## config.mk

```make
export PLATFORM = sky130hd
export DESIGN_NAME = luby_restart_scheduler
export DESIGN_NICKNAME = d
export VERILOG_FILES = /design/src/hdl/lrs_pkg.sv /design/src/hdl/lrs_luby_unit.sv /design/src/hdl/luby_restart_scheduler.sv
export SDC_FILE = /design/constraint.sdc
export NUM_CORES = 1
export LEC_CHECK = 0
export BUFFER_PORTS_ARGS = -buffer_cell sky130_fd_sc_hd__buf_2
export CORE_ASPECT_RATIO = 1.25
export CORE_UTILIZATION = 35
export DETAILED_ROUTE_END_ITERATION = 10
export MAX_ROUTING_LAYER = met4
export SYNTH_ARGS = -nofsm -noshare
export SYNTH_HDL_FRONTEND = slang
export SYNTH_SLANG_ARGS = --single-unit
```

## constraint.sdc

```tcl
create_clock -name clk -period 10.01 [get_ports clk]
set_input_delay 2.002 -clock clk [delete_from_list [all_inputs] [get_ports clk]]
set_output_delay 2.002 -clock clk [all_outputs]
set_load 0.02 [all_outputs]
```

## src/hdl/lrs_pkg.sv

```systemverilog
// ----------------------------------------------------------------------------
// Luby restart scheduler package
// Shared widths, the unit reset value and state encodings.
// ----------------------------------------------------------------------------
`timescale 1ns / 1ps
`default_nettype none

package lrs_pkg;

    localparam int LRS_INDEX_BITS = 32;
    localparam int LRS_COUNT_W    = 48;
    localparam int LRS_UNIT_W     = 16;
    localparam int LRS_TOTAL_W    = 32;
    localparam int LRS_LIMIT_W    = LRS_COUNT_W + 1;

    localparam logic [LRS_UNIT_W-1:0] LRS_UNIT_RESET = LRS_UNIT_W'(100);

    typedef enum logic [2:0] {
        S_IDLE,
        S_CHECK,
        S_LUBY,
        S_SHIFT,
        S_UPDATE,
        S_DONE
    } lrs_state_t;

    typedef enum logic [1:0] {
        L_IDLE,
        L_GROW,
        L_REDUCE
    } lrs_luby_state_t;

endpackage

`default_nettype wire

```

## src/hdl/lrs_luby_unit.sv

```systemverilog
// ----------------------------------------------------------------------------
// Luby exponent unit
// Finds seq with luby(idx) = 2^seq using one compare/subtract per cycle:
// a growth phase over the block sizes, then a reduction phase.
// ----------------------------------------------------------------------------
`timescale 1ns / 1ps
`default_nettype none

module lrs_luby_unit #(
    parameter int INDEX_BITS = 32,
    parameter int SEQ_W      = 6
) (
    input  wire logic                  clk,
    input  wire logic                  rst_n,
    input  wire logic                  start,
    input  wire logic [INDEX_BITS-1:0] idx,
    output logic                       done,
    output logic [SEQ_W-1:0]           seq
);
    import lrs_pkg::*;

    lrs_luby_state_t state_reg, state_next;

    logic [INDEX_BITS:0]   span_reg, span_next;
    logic [INDEX_BITS-1:0] idx_reg, idx_next;
    logic [SEQ_W-1:0]      seq_reg, seq_next;

    logic                  grow_more;
    logic                  reduce_hit;
    logic [INDEX_BITS:0]   span_half;
    logic                  idx_ge;

    assign grow_more  = span_reg <= {1'b0, idx_reg};
    assign reduce_hit = {span_reg[INDEX_BITS:1], 1'b0} == {1'b0, idx_reg};
    assign span_half  = {1'b0, span_reg[INDEX_BITS:1]};
    assign idx_ge     = {1'b0, idx_reg} >= span_half;

    always_comb
    begin
        state_next = state_reg;
        unique case (state_reg)
            L_IDLE:
            begin
                if (start)
                    state_next = L_GROW;
            end
            L_GROW:
            begin
                if (!grow_more)
                    state_next = L_REDUCE;
            end
            L_REDUCE:
            begin
                if (reduce_hit)
                    state_next = L_IDLE;
            end
            default: state_next = L_IDLE;
        endcase
    end

    always_comb
    begin
        span_next = span_reg;
        idx_next  = idx_reg;
        seq_next  = seq_reg;
        done      = 1'b0;
        unique case (state_reg)
            L_IDLE:
            begin
                if (start)
                begin
                    span_next = (INDEX_BITS+1)'(1);
                    idx_next  = idx;
                    seq_next  = '0;
                end
            end
            L_GROW:
            begin
                if (grow_more)
                begin
                    span_next = {span_reg[INDEX_BITS-1:0], 1'b1};
                    seq_next  = seq_reg + SEQ_W'(1);
                end
            end
            L_REDUCE:
            begin
                if (reduce_hit)
                    done = 1'b1;
                else
                begin
                    span_next = span_half;
                    seq_next  = seq_reg - SEQ_W'(1);
                    if (idx_ge)
                        idx_next = idx_reg - span_half[INDEX_BITS-1:0];
                end
            end
            default: done = 1'b0;
        endcase
    end

    always_ff @(posedge clk or negedge rst_n)
    begin
        if (!rst_n)
            state_reg <= L_IDLE;
        else
            state_reg <= state_next;
    end

    always_ff @(posedge clk)
    begin
        span_reg <= span_next;
        idx_reg  <= idx_next;
        seq_reg  <= seq_next;
    end

    assign seq = seq_reg;

endmodule

`default_nettype wire

```

## src/hdl/luby_restart_scheduler.sv

```systemverilog
// Without a restart a beat goes S_CHECK, S_DONE; with one S_CHECK, S_LUBY (grow +
//   reduce steps of the Luby unit, one compare/subtract step per cycle), S_SHIFT,
//   S_UPDATE, S_DONE. The result is registered out of S_DONE once the slot is free.
// One item at a time: in_ready is high only in S_IDLE, so a new input beat waits
//   until the last result is loaded, and longer while that result beat is stalled.
// Reset: limit, restart index and total clear to zero; restart_unit returns to 100.
// ----------------------------------------------------------------------------
// Luby restart scheduler
// Signals a restart when the conflict count passes the limit and sets the
// next limit from the Luby sequence scaled by restart_unit.
// ----------------------------------------------------------------------------
`timescale 1ns / 1ps
`default_nettype none

module luby_restart_scheduler #(
    parameter int INDEX_BITS = lrs_pkg::LRS_INDEX_BITS
) (
    input  wire logic                              clk,
    input  wire logic                              rst_n,
    input  wire logic                              cfg_wr_en,
    input  wire logic [lrs_pkg::LRS_UNIT_W-1:0]    cfg_wr_data,
    input  wire logic                              in_valid,
    output logic                                   in_ready,
    input  wire logic [lrs_pkg::LRS_COUNT_W-1:0]   conflict_count,
    output logic                                   out_valid,
    input  wire logic                              out_ready,
    output logic                                   restart,
    output logic [lrs_pkg::LRS_TOTAL_W-1:0]        restart_total
);
    import lrs_pkg::*;

    localparam int SEQ_W = $clog2(INDEX_BITS + 1);
    localparam int GAP_W = LRS_UNIT_W + INDEX_BITS;

    lrs_state_t state_reg, state_next;

    logic [LRS_UNIT_W-1:0]  unit_reg;
    logic [LRS_COUNT_W-1:0] count_reg;
    logic [LRS_LIMIT_W-1:0] limit_reg;
    logic [INDEX_BITS-1:0]  index_reg;
    logic [LRS_TOTAL_W-1:0] total_reg;
    logic                   fire_reg;
    logic [GAP_W-1:0]       gap_reg;
    logic                   out_valid_reg;
    logic                   restart_reg;
    logic [LRS_TOTAL_W-1:0] restart_total_reg;

    logic                   fire;
    logic                   luby_start;
    logic                   luby_done;
    logic [SEQ_W-1:0]       luby_seq;
    logic                   slot_free;
    logic                   accept;
    logic                   load_out;
    logic                   do_update;

    assign fire      = {1'b0, count_reg} > limit_reg;
    assign slot_free = !out_valid_reg || out_ready;
    assign accept    = in_valid && in_ready;

    lrs_luby_unit #(
        .INDEX_BITS (INDEX_BITS),
        .SEQ_W      (SEQ_W)
    ) u_luby (
        .clk   (clk),
        .rst_n (rst_n),
        .start (luby_start),
        .idx   (index_reg),
        .done  (luby_done),
        .seq   (luby_seq)
    );

    always_comb
    begin
        state_next = state_reg;
        unique case (state_reg)
            S_IDLE:
            begin
                if (in_valid)
                    state_next = S_CHECK;
            end
            S_CHECK:  state_next = fire ? S_LUBY : S_DONE;
            S_LUBY:
            begin
                if (luby_done)
                    state_next = S_SHIFT;
            end
            S_SHIFT:  state_next = S_UPDATE;
            S_UPDATE: state_next = S_DONE;
            S_DONE:
            begin
                if (slot_free)
                    state_next = S_IDLE;
            end
            default:  state_next = S_IDLE;
        endcase
    end

    always_comb
    begin
        in_ready   = 1'b0;
        luby_start = 1'b0;
        do_update  = 1'b0;
        load_out   = 1'b0;
        unique case (state_reg)
            S_IDLE:   in_ready   = 1'b1;
            S_CHECK:  luby_start = fire;
            S_LUBY:   in_ready   = 1'b0;
            S_SHIFT:  in_ready   = 1'b0;
            S_UPDATE: do_update  = 1'b1;
            S_DONE:   load_out   = slot_free;
            default:  in_ready   = 1'b0;
        endcase
    end

    always_ff @(posedge clk or negedge rst_n)
    begin
        if (!rst_n)
        begin
            state_reg     <= S_IDLE;
            unit_reg      <= LRS_UNIT_RESET;
            limit_reg     <= '0;
            index_reg     <= '0;
            total_reg     <= '0;
            out_valid_reg <= 1'b0;
        end
        else
        begin
            state_reg <= state_next;
            if (cfg_wr_en)
                unit_reg <= cfg_wr_data;
            if (do_update)
            begin
                limit_reg <= {1'b0, count_reg} + LRS_LIMIT_W'(gap_reg);
                if (index_reg != '1)
                    index_reg <= index_reg + INDEX_BITS'(1);
                if (total_reg != '1)
                    total_reg <= total_reg + LRS_TOTAL_W'(1);
            end
            if (load_out)
                out_valid_reg <= 1'b1;
            else if (out_ready)
                out_valid_reg <= 1'b0;
        end
    end

    always_ff @(posedge clk)
    begin
        if (accept)
            count_reg <= conflict_count;
        if (state_reg == S_CHECK)
            fire_reg <= fire;
        if (state_reg == S_SHIFT)
            gap_reg <= GAP_W'(unit_reg) << luby_seq;
        if (load_out)
        begin
            restart_reg       <= fire_reg;
            restart_total_reg <= total_reg;
        end
    end

    assign out_valid     = out_valid_reg;
    assign restart       = restart_reg;
    assign restart_total = restart_total_reg;

endmodule

`default_nettype wire

```

==> results_dict.tcl, run 1 <==
set metrics [dict create \
    n_antenna_cell 0 \
    die_area_um2 59220 \
    post_cts_buffers 0 \
    dieHeight_um 271.8 \
    clk_latency_ps 570 \
    dr.pass1.iters 7 \
    ys_async_sr_fraction 0.4018 \
    cts_tree "built" \
    p_leak_nw 9.715 \
    grt_usage 0.1844 \
    r2r_slack_ps 5960 \
    start_kind "register" \
    irDropWorstVdd_uv 168.9 \
    r2r_start "count_reg[43]$_DFFE_PP_" \
    totalPowerFinal_mw 7.392 \
    synth_area_um2 20390 \
    relSlewSlack 0.3057 \
    cts_made_buffers 41 \
    cp.required_ps 10190 \
    root_buffer "clkbuf_16" \
    hold_viol 0 \
    synth_top_area_frac 0.2961 \
    drc 0 \
    grt-ovfl-total 0 \
    avgViaCountPerCell 5.314 \
    placement.io_buffers 103 \
    cts.repair.resized 0 \
    tns_ps 0 \
    grt_pass1_vias 15390 \
    core-area_um2 57390 \
    synth_cell_types 71 \
    finalNetCount 2314 \
    h-tree-depth 2 \
    skew_ps 24.85 \
    synth_nets 2234 \
    ys_seq_area_frac 0.4620 \
    totalWireLength_mm 52.67 \
    report.final.slew_viol_count 0 \
    vias 15170 \
    grt_pass1_wl_mm 83.86 \
    antenna_found_initial 3 \
    max_freq_mhz 247.1 \
    largest_register_ffs 49 \
    drive_gt1_frac 0.1211 \
    synth-edff-count 201 \
    fin_crit_ps 4047 \
    outcome "completed" \
    finalCritPeriodShare 0.4043 \
    synth_seq_cells 336 \
    std_cell_rows 98 \
    critPathCaptureType "register" \
    grt_max_degree 88 \
    arrival_ps 4230 \
    ys_dominant_reg_cell "edfxtp_1" \
    fillers 5602 \
    reg2reg_to "u_luby.span_reg[13]$_SDFFCE_PP0P_" \
    cts-hold-fix-buffers 0 \
    power.density_nw_per_um2 321.1 \
    worst_pin_slew_ps 1041 \
    crit_fanout 39 \
    hold_class "register to register" \
    crit_end "u_luby.span_reg[13]$_SDFFCE_PP0P_" \
    drt_iter0_drc 1086 \
    yosysTopAreaCell "edfxtp_1" \
    ant_nets 0 \
    start_util 0.3552 \
    final_util 0.4012 \
    finalSetupViolations 0 \
    wl_per_cell_um 18.45 \
    reg2reg_depth 10 \
    area_delta_synth_final_pct 12.93 \
    gp_congestion 0.9271 \
    grt_setup_unrepaired "false" \
    cap_viol_max_count 0 \
    netlist_instances 1993 \
    clockBufferDepth 3 \
    dp_hpwl_mm 39.53 \
    io_pins 104 \
    syn-mean-instance-area_um2 10.23 \
    setup.worst_path.start "count_reg[43]$_DFFE_PP_" \
    clkSinkCount 336 \
    clkTransAtPathRegs_ps 60 \
    critPathKind "register to register" \
    ys_top_cells_by_area "edfxtp_1, dfrtp_1, ha_1, xnor2_1, a21oi_1" \
    ys_warn_count 0 \
    die_x_um 217.9 \
]
[critical path, stage by stage (launching register included)]
cell and delay (ps):
edfxtp_1 420, ha_1 320, nand4b_1 150, nor4_1 580, nand3_1 220, nor3_1 200, a221oi_1 100, a31oi_1 540
nand2_1 190, nand2_1 130, and3_2 790
[where the power goes]
part / leakage, nW / internal [mW] / switching, mW
clock: 0.677 / 0.916 / 0.609
sequential: 3.64 / 1.99 / 0.415
combinational: 5.40 / 1.40 / 2.06
total: 9.71 / 4.30 / 3.09
[cells in the final DEF, fill, tap and decap left out, drive strengths merged, types with 21 or more instances in the layout]
cell type | netlist | routed
nor3 | 21 | 21
nor2b | 57 | 57
and3 | 23 | 23
ha | 169 | 169
o21ai | 116 | 116
buf | 13 | 112
nor2 | 126 | 126
edfxtp | 201 | 201
mux2 | 49 | 49
xor2 | 45 | 45
a21o | 66 | 66
nand4 | 45 | 45
nand3 | 68 | 68
a22oi | 41 | 41
dfrtp | 132 | 132
inv | 145 | 149
nand2 | 151 | 151
xnor2 | 89 | 89
clkbuf | 62 | 57
o21a | 23 | 23
a21oi | 129 | 129
[worst min path at each step]
stage | cells past startpoint | start | to | slack, ps
5_1_grt | 0 | total_reg[30]$_DFFE_PN0P_ | restart_total[30]$_DFFE_PP_ | 470
3_5_place_dp | 0 | total_reg[30]$_DFFE_PN0P_ | restart_total[30]$_DFFE_PP_ | 460
6_report | 2 | limit_reg[27]$_DFFE_PN0P_ | limit_reg[27]$_DFFE_PN0P_ | 470
2_1_floorplan | 0 | fire_reg$_DFFE_PN_ | restart$_DFFE_PP_ | 400
3_3_place_gp | 0 | total_reg[11]$_DFFE_PN0P_ | restart_total[11]$_DFFE_PP_ | 460
4_1_cts | 0 | total_reg[30]$_DFFE_PN0P_ | restart_total[30]$_DFFE_PP_ | 470
[cells by family after synthesis]
logic type	synth area share
simple gates	0.1387
compound gates	0.1526
flops	0.4620
buf+inv	0.04106
fa+ha+maj	0.1067
xor+xnor	0.05757
mux	0.04143
[Yosys cell counts (18+ instances only)]
master / number
a21o_1: 66
a21oi_1: 128
a22oi_1: 41
and3_1: 22
clkbuf_1: 62
dfrtp_1: 132
edfxtp_1: 201
ha_1: 169
inv_1: 145
mux2_2: 49
mux2i_1: 18
nand2_1: 151
nand2b_1: 20
nand3_1: 67
nand4_1: 45
nor2_1: 126
nor2b_1: 56
nor3_1: 21
o21a_1: 23
o21ai_0: 113
xnor2_1: 89
xor2_1: 45
[metrics by stage]
step | cells | instance area [um2] | hold slack [ps] | setup WS [ps]
after detailed placement | 2780 | 21640 | 460.9 | 5924
after global placement | 2780 | 21640 | 459.6 | 6081
after global routing | 2855 | 23020 | 473.6 | 5563
after CTS | 2855 | 23020 | 470.4 | 5878
final | 2855 | 23020 | 473.4 | 5963
after floorplan | 1993 | 20390 | 400.3 | 6448
[cell type report]
class,count,area (um2),area share
multi-input cells,1435,10150,0.4407
flip-flops and latches,336,9418,0.4091
clock buffers,57,1156,0.05022
well taps,750,938.4,0.04076
repair buffers,112,589.3,0.02560
inverters,147,551.8,0.02397
clock inverters,18,222.7,0.009674
[metal layers]
| layer | global-route usage | wire length [um] | vias to the layer above |
|---|---|---|---|
| met5 | - | 0 | - |
| met4 | 0.05079 | 1308 | 0 |
| met3 | 0.02379 | 1991 | 90 |
| met2 | 0.3305 | 27600 | 292 |
| met1 | 0.2143 | 21760 | 7391 |
| li1 | - | - | 7399 |
Power figures use the tool's default switching activity.
==> run 2, diff against run 1 <==
- ABC_AREA: not set -> 1
- clock period: 10.01 -> 3.7 ns (I/O delays scaled with it)
==> run 2 against run 1 <==
Effect of this change: combinational power rose to 3.1 times the previous value; synthesized cell count rose by 35%; die area rose by 6.8%; utilization rose by 0.15 points; hold slack got worse by 310 ps; synthesized area rose by 6.8%; critical path type unchanged; critical endpoint is now u_luby.span_reg[12]$_SDFFCE_PP0P_; highest routed layer unchanged.
==> results_dict.tcl, run 2 <==
set metrics [dict create \
    irDropWorstVdd_uv 385.8 \
    grt_pass1_wl_mm 97.93 \
    die_area_um2 63220 \
    p_leak_nw 10.90 \
    cts_tree "built" \
    synth_cell_types 58 \
    cp_common_cell "nand2_1" \
    core-area_um2 61160 \
    critPathKind "register to register" \
    drive_gt1_frac 0.08301 \
    die_x_um 225.1 \
    clkSinkCount 336 \
    relSlewSlack 0.3400 \
    start_util 0.3560 \
    synth-edff-count 201 \
    cp_slowest_cell "edfxtp_1" \
    grt_usage 0.2066 \
    cts_made_buffers 39 \
    setup_slack_ps 645.1 \
    worstPathCellList "ha_1, nand2_1, nor3_1, nand2_1, nor2_1, nand2_1, nor2_1, nand2_1, nand3_1, nand3_1, nand2_1, nand2_1, nor2_4, buf_4" \
    arrival_ps 3270 \
    drc 0 \
    clkTransAtPathRegs_ps 60 \
    netlist_instances 2697 \
    std_cell_rows 101 \
    critPathMaxStageDelay_ps 400 \
    path_buf_inv 1 \
    report.final.slew_viol_count 0 \
    h-tree-depth 2 \
    cts-hold-fix-buffers 0 \
    clkPwrFrac 0.192 \
    vias 18170 \
    synth_area_um2 21770 \
    post_cts_buffers 0 \
    yosysTopAreaCell "edfxtp_1" \
    post-place-ws_ps 653.9 \
    crit_family "simple AND/OR/NAND/NOR gates" \
    layout_common_cells "nand2_1, inv_1, nor2_1" \
    cts.repair.resized 0 \
    avgViaCountPerCell 4.967 \
    dieHeight_um 280.9 \
    synth_top_area_frac 0.2772 \
    dr.pass1.iters 5 \
    syn-mean-instance-area_um2 8.074 \
    dp_hpwl_mm 49.41 \
    largest_register_ffs 49 \
    max_freq_mhz 327.3 \
    finalCritPeriodShare 0.8256 \
    start_kind "register" \
    io_pins 104 \
    placement.io_buffers 103 \
    power.density_nw_per_um2 866.3 \
    fillers 6390 \
    skew_ps 30.64 \
    synth_nets 2938 \
    internal_power_mw 11.60 \
    synth_seq_cells 336 \
    grt_setup_unrepaired "false" \
    drt_iter0_drc 1110 \
    hold_class "primary input to asynchronous set/reset pin" \
    gp_congestion 1.015 \
    ys_dominant_reg_cell "edfxtp_1" \
    totalWireLength_mm 62.49 \
    tns_ps 0 \
    combPwrFrac 0.506 \
    power.switching_mw 9.737 \
    ys_top_cells_by_area "edfxtp_1, dfrtp_1, nand2_1, ha_1, inv_1" \
    cp.required_ps 3920 \
    p_sw_frac 0.4563 \
    antenna_found_initial 2 \
    yosysMostFrequentCell "nand2_1" \
    outcome "completed" \
    ys_seq_area_frac 0.4325 \
    ant_nets 0 \
    power_frac_seq 0.301 \
    critPathCaptureType "register" \
    clockBufferDepth 3 \
    final_common_cell "nand2_1" \
    area_delta_synth_final_pct 13.12 \
    ys_warn_count 0 \
    crit_fanout 24 \
    grt-ovfl-total 0 \
    synth.top_cells.by_count "nand2_1, inv_1, nor2_1" \
    finalSetupViolations 0 \
    ys_async_sr_fraction 0.4018 \
    grt_max_degree 62 \
    finalNetCount 3041 \
    root_buffer "clkbuf_16" \
    hold_viol 0 \
    wl_per_cell_um 17.09 \
    fin_crit_ps 3055 \
    grt_pass1_vias 18300 \
    cap_viol_max_count 0 \
    clk_latency_ps 570 \
    worst_pin_slew_ps 987.6 \
]
-- run 2: final cells by class --
cell class,count,area (um2),share of cell area
diodes,2,5.005,0.0002032
clock buffers,44,1036,0.04206
clock inverters,28,315.3,0.01280
inverters,368,1384,0.05618
multi-input cells,1938,10790,0.4381
flip-flops and latches,336,9418,0.3823
well taps,824,1031,0.04186
repair buffers,117,651.9,0.02646
-- run 2: layer usage --
| layer | vias up | routed length (um) | global-route usage |
|---|---|---|---|
| li1 | 9235 | - | - |
| met2 | 383 | 31670 | 0.3671 |
| met1 | 8399 | 25560 | 0.2292 |
| met4 | 0 | 2996 | 0.09820 |
| met5 | - | 0 | - |
| met3 | 148 | 2268 | 0.02384 |
-- run 2: cells by family after synthesis --
logic type                 after synthesis  synth area share
and+or+nand+nor                       1174            0.2287
AOI/OAI and AO/OA                      482            0.1203
buffers and inverters                  423           0.07367
DFF                                    336            0.4325
adders and majority gates              172           0.09987
xor gates and xnor gates               100           0.04022
muxes                                   10          0.004769
-- run 2: power by group through the flow --
stage | registers [mW] | clock network [mW] | logic [mW]
2_1_floorplan | 6.26 | 0 | 7.88
3_3_place_gp | 6.48 | 0 | 10.7
3_5_place_dp | 6.50 | 0 | 10.8
4_1_cts | 6.44 | 4.22 | 10.8
5_1_grt | 6.58 | 4.34 | 12.3
6_report | 6.43 | 4.11 | 10.8
-- run 2: final timing paths --
kind,startpoint,endpoint,slack (ps),cells after the start
worst max-delay path,count_reg[46]$_DFFE_PP_,u_luby.span_reg[12]$_SDFFCE_PP0P_,650,14
worst min-delay path,rst_n,total_reg[7]$_DFFE_PN0P_,160,1
worst max register to register,count_reg[46]$_DFFE_PP_,u_luby.span_reg[12]$_SDFFCE_PP0P_,650,14
worst min register to register,fire_reg$_DFFE_PN_,restart$_DFFE_PP_,460,0
max in group asynchronous,rst_n,unit_reg[5]$_DFFE_PN1P_,2720,2
min in group clk,conflict_count[3],count_reg[3]$_DFFE_PP_,340,1
-- run 2: per-stage QoR --
| step | power [mW] | cell area (um2) | hold WS [ps] | std cells | utilization |
|---|---|---|---|---|---|
| final | 21.34 | 24630 | 158.6 | 3657 | 0.4027 |
| after global routing | 23.22 | 24630 | 190.7 | 3657 | 0.4027 |
| after CTS | 21.48 | 24630 | 159.8 | 3655 | 0.4026 |
| after detailed placement | 17.26 | 23280 | 468.0 | 3583 | 0.3806 |
| after global placement | 17.21 | 23280 | 462.1 | 3583 | 0.3806 |
| after floorplan | 14.15 | 21780 | 400.3 | 2697 | - |
